===== config.mk =====
export PLATFORM = sky130hd
export DESIGN_NAME = hbridge_pwm_slew_limited_core
export DESIGN_NICKNAME = d
export VERILOG_FILES = /design/src/hw/rtl/hbps_pkg.sv /design/src/hw/rtl/hbps_tick.sv /design/src/hw/rtl/hbridge_pwm_slew_limited_core.sv
export SDC_FILE = /design/constraint.sdc
export NUM_CORES = 1
export LEC_CHECK = 0
export BUFFER_PORTS_ARGS = -buffer_cell sky130_fd_sc_hd__buf_4
export CELL_PAD_IN_SITES_DETAIL_PLACEMENT = 0
export CELL_PAD_IN_SITES_GLOBAL_PLACEMENT = 2
export CORE_UTILIZATION = 41
export DETAILED_ROUTE_END_ITERATION = 10
export PLACE_DENSITY_LB_ADDON = 0.1
export SYNTH_ARGS = -nofsm -noshare
export SYNTH_HDL_FRONTEND = slang
export SYNTH_SLANG_ARGS = --single-unit
export TNS_END_PERCENT = 20

===== constraint.sdc =====
create_clock -name clk -period 14.9 [get_ports clk]
set_clock_uncertainty 0.2 [all_clocks]
set_input_delay 1.49 -clock clk [delete_from_list [all_inputs] [get_ports clk]]
set_output_delay 1.49 -clock clk [all_outputs]
set_load 0.01 [all_outputs]

===== src/hw/rtl/hbps_pkg.sv =====
// Shared types and constants for the slew-limited H-bridge PWM core.
// Holds the word layouts of both channels, the state and configuration records,
// and the configuration register indexes. Depends on nothing else.
package hbps_pkg;

  // Field widths.
  localparam int DutyWidth   = 12;
  localparam int PeriodWidth = 11;
  localparam int StepWidth   = 8;
  localparam int CfgWidth    = (PeriodWidth > StepWidth) ? PeriodWidth : StepWidth;

  // Configuration register indexes and reset values.
  localparam logic CfgPwmPeriod = 1'b0;
  localparam logic CfgRampStep  = 1'b1;
  localparam logic [PeriodWidth-1:0] PeriodReset = PeriodWidth'(1600);
  localparam logic [StepWidth-1:0]   StepReset   = StepWidth'(3);

  // Bit positions of the switch levels.
  localparam int SwOne   = 0;
  localparam int SwTwo   = 1;
  localparam int SwThree = 2;
  localparam int SwFour  = 3;

  // One input word: one PWM timer tick.
  typedef struct packed {
    logic signed [DutyWidth-1:0] target_duty;
    logic                        disable_pin;
    logic                        soft_kill;
    logic                        link_active;
    logic                        bridge_kill;
    logic                        bridge_fuse;
  } in_word_t;

  // One result word.
  typedef struct packed {
    logic                        switch_one;
    logic                        switch_two;
    logic                        switch_three;
    logic                        switch_four;
    logic signed [DutyWidth-1:0] applied_duty;
    logic                        bridge_enabled;
  } out_word_t;

  // Configuration registers as seen by the tick logic.
  typedef struct packed {
    logic [PeriodWidth-1:0] pwm_period;
    logic [StepWidth-1:0]   ramp_step;
  } cfg_t;

  // Bridge state carried from tick to tick.
  typedef struct packed {
    logic [PeriodWidth-1:0]      counter;
    logic signed [DutyWidth-1:0] duty;
    logic [3:0]                  switches;
  } core_state_t;

endpackage


===== src/hw/rtl/hbps_tick.sv =====
// Combinational update for one PWM timer tick: counter, ramped duty and switch levels.
// Uses the types and constants of hbps_pkg.
module hbps_tick (
  input  hbps_pkg::cfg_t        cfg,
  input  hbps_pkg::core_state_t state,
  input  hbps_pkg::in_word_t    word,
  output hbps_pkg::core_state_t state_next,
  output hbps_pkg::out_word_t   result
);

  localparam int W  = hbps_pkg::DutyWidth;
  localparam int PW = hbps_pkg::PeriodWidth;
  localparam int SW = hbps_pkg::StepWidth;
  // Width for the ramp sums: duty plus or minus a full step.
  localparam int RW = ((W > SW) ? W : SW) + 2;
  // Width for the counter against duty magnitude compare.
  localparam int CW = ((W > PW) ? W : PW) + 2;

  logic                   en;
  logic [PW-1:0]          cnt_up;
  logic                   restart;
  logic [PW-1:0]          cnt_new;
  logic signed [RW-1:0]   t_ext;
  logic signed [RW-1:0]   d_ext;
  logic signed [RW-1:0]   s_ext;
  logic signed [RW-1:0]   s_m1;
  logic signed [RW-1:0]   ramped;
  logic signed [W-1:0]    duty_new;
  logic signed [CW-1:0]   cnt_cmp;
  logic signed [CW-1:0]   duty_cmp;
  logic [3:0]             sw_new;

  // The bridge runs only with every enable condition met.
  assign en = !word.disable_pin && !word.soft_kill && word.link_active &&
              !word.bridge_kill && !word.bridge_fuse;

  // Counter counts up and saturates at the period; it restarts when enabled at the period.
  assign cnt_up  = (state.counter < cfg.pwm_period) ? state.counter + PW'(1) : cfg.pwm_period;
  assign restart = en && (cnt_up == cfg.pwm_period);
  assign cnt_new = restart ? '0 : cnt_up;

  // Ramp toward the target by at most one step, snapping when close.
  assign t_ext = {{(RW-W){word.target_duty[W-1]}}, word.target_duty};
  assign d_ext = {{(RW-W){state.duty[W-1]}}, state.duty};
  assign s_ext = {{(RW-SW){1'b0}}, cfg.ramp_step};
  assign s_m1  = s_ext - RW'(1);

  always_comb begin
    if (t_ext > d_ext + s_m1) begin
      ramped = d_ext + s_ext;
    end else if (t_ext < d_ext - s_m1) begin
      ramped = d_ext - s_ext;
    end else begin
      ramped = t_ext;
    end
  end

  assign duty_new = restart ? ramped[W-1:0] : state.duty;

  // Compare the counter with the magnitude of the duty.
  assign cnt_cmp  = {{(CW-PW){1'b0}}, cnt_new};
  assign duty_cmp = {{(CW-W){duty_new[W-1]}}, duty_new};

  // Sign-magnitude switch drive; zero duty brakes and a disable clears everything.
  always_comb begin
    sw_new = state.switches;
    if (!en) begin
      sw_new = '0;
    end else if (duty_cmp > 0) begin
      if (cnt_cmp < duty_cmp) begin
        sw_new[hbps_pkg::SwTwo]   = 1'b0;
        sw_new[hbps_pkg::SwThree] = 1'b0;
        sw_new[hbps_pkg::SwOne]   = 1'b1;
        sw_new[hbps_pkg::SwFour]  = 1'b1;
      end else begin
        sw_new[hbps_pkg::SwOne] = 1'b0;
      end
    end else if (duty_cmp < 0) begin
      if (cnt_cmp < -duty_cmp) begin
        sw_new[hbps_pkg::SwOne]   = 1'b0;
        sw_new[hbps_pkg::SwFour]  = 1'b0;
        sw_new[hbps_pkg::SwTwo]   = 1'b1;
        sw_new[hbps_pkg::SwThree] = 1'b1;
      end else begin
        sw_new[hbps_pkg::SwThree] = 1'b0;
      end
    end else begin
      sw_new[hbps_pkg::SwOne]   = 1'b0;
      sw_new[hbps_pkg::SwThree] = 1'b0;
      sw_new[hbps_pkg::SwTwo]   = 1'b1;
      sw_new[hbps_pkg::SwFour]  = 1'b1;
    end
  end

  // Next state and the result word.
  assign state_next.counter  = cnt_new;
  assign state_next.duty     = duty_new;
  assign state_next.switches = sw_new;

  assign result.switch_one     = sw_new[hbps_pkg::SwOne];
  assign result.switch_two     = sw_new[hbps_pkg::SwTwo];
  assign result.switch_three   = sw_new[hbps_pkg::SwThree];
  assign result.switch_four    = sw_new[hbps_pkg::SwFour];
  assign result.applied_duty   = duty_new;
  assign result.bridge_enabled = en;

endmodule


===== src/hw/rtl/hbridge_pwm_slew_limited_core.sv =====
// Top level of the slew-limited sign-magnitude H-bridge PWM core.
// Holds configuration, bridge state and the output register with skid stage;
// uses hbps_pkg and hbps_tick.
//
// Usage:
// Each input word on in_data (in_valid / in_stall) is one PWM timer tick with the
// signed target duty and the enable, kill and fuse lines. Every accepted word gives
// exactly one result word on out_data (out_valid / out_stall) with the four switch
// levels, the applied duty and the enable status.
// Each result is registered in the output register, or in the skid stage while
// the receiver stalls. A word is accepted every cycle while the receiver takes
// results; the tick update is one logic pass from bridge state to output register.
// When the receiver stalls, one further word is taken into the skid stage, after
// which in_stall rises until the output register drains.
// Configuration is written through cfg_we, cfg_index and cfg_data: index 0 is the
// PWM period, index 1 the ramp step. Write only while the core is idle.
// Reset (rst, synchronous) sets the period to 1600 ticks and the step to 3,
// clears the counter and duty, turns all switches off and empties the output side.
module hbridge_pwm_slew_limited_core (
  input  logic                             clk,
  input  logic                             rst,
  input  logic                             in_valid,
  output logic                             in_stall,
  input  hbps_pkg::in_word_t               in_data,
  output logic                             out_valid,
  input  logic                             out_stall,
  output hbps_pkg::out_word_t              out_data,
  input  logic                             cfg_we,
  input  logic                             cfg_index,
  input  logic [hbps_pkg::CfgWidth-1:0]    cfg_data
);

  hbps_pkg::cfg_t        cfg;
  hbps_pkg::core_state_t state;
  hbps_pkg::core_state_t state_next;
  hbps_pkg::out_word_t   result;
  hbps_pkg::out_word_t   skid;
  logic                  skid_valid;
  logic                  accept;
  logic                  out_free;

  // Handshake: the skid stage being full is the only reason to stall.
  assign in_stall = skid_valid;
  assign accept   = in_valid && !in_stall;
  assign out_free = !out_valid || !out_stall;

  // Configuration registers.
  always_ff @(posedge clk) begin
    if (rst) begin
      cfg.pwm_period <= hbps_pkg::PeriodReset;
      cfg.ramp_step  <= hbps_pkg::StepReset;
    end else if (cfg_we) begin
      unique case (cfg_index)
        hbps_pkg::CfgPwmPeriod: cfg.pwm_period <= cfg_data[hbps_pkg::PeriodWidth-1:0];
        hbps_pkg::CfgRampStep:  cfg.ramp_step  <= cfg_data[hbps_pkg::StepWidth-1:0];
        default: ;
      endcase
    end
  end

  // Tick update logic.
  hbps_tick u_tick (
    .cfg        (cfg),
    .state      (state),
    .word       (in_data),
    .state_next (state_next),
    .result     (result)
  );

  // Bridge state advances on every accepted word.
  always_ff @(posedge clk) begin
    if (rst) begin
      state.counter  <= '0;
      state.duty     <= '0;
      state.switches <= '0;
    end else if (accept) begin
      state <= state_next;
    end
  end

  // Output register and skid stage.
  always_ff @(posedge clk) begin
    if (rst) begin
      out_valid  <= 1'b0;
      skid_valid <= 1'b0;
    end else if (out_free) begin
      if (skid_valid) begin
        out_valid  <= 1'b1;
        skid_valid <= 1'b0;
      end else begin
        out_valid <= accept;
      end
    end else if (accept) begin
      skid_valid <= 1'b1;
    end
  end

  always_ff @(posedge clk) begin
    if (out_free) begin
      if (skid_valid) begin
        out_data <= skid;
      end else if (accept) begin
        out_data <= result;
      end
    end else if (accept) begin
      skid <= result;
    end
  end

  // A full skid stage always sits behind a full output register.
  assert property (@(posedge clk) disable iff (rst) skid_valid |-> out_valid)
    else $error("skid stage full while output register empty");

  // A word taken while the output is held must land in the skid stage.
  assert property (@(posedge clk) disable iff (rst)
    (accept && out_valid && out_stall) |=> skid_valid)
    else $error("word accepted under stall was not kept");

  // Both high side switches are never on together.
  assert property (@(posedge clk) disable iff (rst)
    out_valid |-> !(out_data.switch_one && out_data.switch_three))
    else $error("both high side switches on");

  // A disabled bridge shows every switch off.
  assert property (@(posedge clk) disable iff (rst)
    (out_valid && !out_data.bridge_enabled) |->
      !(out_data.switch_one || out_data.switch_two ||
        out_data.switch_three || out_data.switch_four))
    else $error("switch on while bridge disabled");

endmodule

==> metrics.csv <==
metric,value,unit
outcome,finished with violations,
violations,design-rule violations,
critPathArrivalTime,8.75,ns
rows,49,
fin_crit_sh,59.4,%
leakagePower,3.69,nW
synthArstFlopShare,0,%
cts_tree,yes,
combPwrFrac,31.2,%
most-common-layout-cells,"ha_1 (100), nand2_1 (97), a21oi_1 (84)",
p_switching,0.234,mW
ir_worst_vdd,55.0,uV
synth_seq_area_share,25.8,%
first_pass_iters,8,
area_growth,11.4,%
netSwitchingFraction,33.6,%
synth_compound_area_share,22.5,%
io-pin-count,53,
initial_core_util,42.3,%
setup_viol,0,
synth_top_family_by_area,compound AO/OA/AOI/OAI gates,
ant_nets,0,
grt_setup_unrepaired,false,
synthXorXnorAreaFrac,7.13,%
synth_cells,917,
fin_crit,8.86,ns
final_cell_area,8540,sq um
die_width,139,um
reg2reg_slack,6.04,ns
drtIter0Drc,489,
cp-end-kind,register,
cp_max_fo,12,
synth_ff_type,dfxtp_1,
maxCapViolCount,0,
clkPwrFrac,32.4,%
clk_pin_slew,0.07,ns
finalSetupTns,0,ns
p_int,0.463,mW
post_cts_resized,0,
grt_pass1_wl,34.7,mm
path_class,register to register,
dp_hpwl,16.6,mm
rr_worst_depth,39,
netlist-cell-type-count,84,
gr-total-overflow,0,
synth_simple_gate_area_share,19.9,%
detail_route.wl_per_cell,17.9,um
grt_use_met2,34.1,%
top_usage_layer,met1,
power_density,81.6,nW/um^2
grtUsageMet1,34.2,%
cp_slowest_cell,dfxtp_1,
ys_ff_latch,82,
cts_num_sinks,82,
cp-endpoint,out_data[16],
grt_max_degree,53,
slowest_delay,0.44,ns
netlist.area_leader.share,16.3,%
cts_hold_buf,0,
report.final.slew_viol_count,0,
synth_area_leaders,"ha_1 (16%), edfxtp_1 (13%), dfxtp_1 (13%), a21oi_1 (5.5%), nand2_1 (4.7%)",
vias,6710,
antenna_cells,0,
cts_root_buf,clkbuf_16,
startpoint,cfg[1],
synth_area_leader_cell,ha_1,
gp_congestion,0.919,
h-tree-depth,3,
dpl_cell_area,8240,sq um
tightest_slew,1.08,ns
met3_usage,3.21,%
cts_setup_buffers,0,
grt_usage,22.7,%
syn_area_per_cell,8.36,sq um
slew_headroom,28.2,%
antenna_found_initial,0,
final-hold-violation-count,0,
hold_class,register to register,
die_h,139,um
grt_pass1_vias,6502,
syn_nets,1055,
ys_warn_count,0,
routed_wl,21.2,mm
synth_area,7670,sq um
regToRegEndpoint,out_data[16],
die-area,19300,sq um
muxShareOfSynthArea,1.58,%
required,14.79,ns
core_area,18100,sq um
cts.path.max_buffers,2,
numCtsBuffers,9,
max_freq,113,MHz
mostFrequentLayoutCell,ha_1,
viasPerCell,5.67,
synthAdderAreaFrac,17.4,%
timing.rr.start,cfg[1],
clk_latency,0.34,ns
drc_errors,16,
crit_path_start_kind,register,
drive_gt1_share,12.1,%
io_buffers,52,
power_frac_seq,36.4,%
final_net_count,1088,
synth-edff-count,34,
==> state kept, by name, indices dropped and copies added, names as in the netlist <==
signal	cells
cfg	19
state	27
in_stall	1
skid	17
out_valid	1
out_data	17
==> worst max-delay path: cells and delay by family, from the launching register on <==
kind	cells	cell delay, ns
AO/OA/AOI/OAI	19	3.57
adder cells (fa/ha/maj)	5	1.60
AND/OR/NAND/NOR	10	1.42
multiplexers	2	0.85
flip-flops	1	0.44
XOR/XNOR	2	0.38
buffers and inverters	1	0.15
==> cell families (layout without fill, tap and decap cells) <==
family	after synthesis	after routing
buffers and inverters	108	146
multiplexers	10	10
AO/OA/AOI/OAI	250	250
flip-flops	82	82
AND/OR/NAND/NOR	307	307
XOR/XNOR	56	56
adder cells (fa/ha/maj)	104	104
==> power by group through the flow <==
stage / registers (mW) / logic, mW / clock network (mW)
global placement: 0.259 / 0.211 / 0
CTS: 0.254 / 0.216 / 0.233
detailed placement: 0.259 / 0.214 / 0
global route: 0.255 / 0.242 / 0.242
finish: 0.254 / 0.217 / 0.226
floorplan: 0.256 / 0.156 / 0
==> layer usage <==
layer / routed length [um] / share of wire [%]
met4: 212 / 1.0
met1: 11300 / 53
met3: 822 / 3.9
met5: 0 / 0
met2: 8880 / 42
==> synth_stat cells (all sizes together), types with 20 or more instances <==
library cell,count
o21ai,42
dfxtp,48
clkbuf,21
a211oi,25
xnor2,37
inv,70
ha,100
edfxtp,34
nand3,20
nand2,97
nor3,26
nor2,76
a21oi,85
==> how the worst min path moves through the flow <==
stage                     to  cells after the start  slack, ns     start
floorplan           state[1]                      2       0.25  state[1]
global placement    state[1]                      2       0.27  state[1]
detailed placement  state[1]                      2       0.28  state[1]
CTS                  cfg[11]                      2       0.29   cfg[11]
global route         cfg[12]                      2       0.32   cfg[12]
finish               cfg[12]                      2       0.29   cfg[12]
==> cell type report <==
type	count	area [sq um]
Clock inverter	7	75.1
Timing Repair Buffer	60	450
Fill cell	1804	9610
Tap cell	229	287
Multi-Input combinational cell	727	5260
Inverter	70	263
Clock buffer	9	225
Sequential cell	82	1980
==> through the flow <==
step	util (%)	instances	worst slack [ns]	total power [mW]	hold slack (ns)
floorplan	-	917	7.53	0.412	0.249
global placement	45.4	1168	6.28	0.469	0.269
detailed placement	45.4	1168	6.14	0.473	0.278
CTS	47.1	1184	6.09	0.703	0.288
global route	47.1	1184	5.23	0.739	0.324
finish	47.1	1184	6.04	0.697	0.286
No activity file was read; power rests on OpenSTA's default activity.
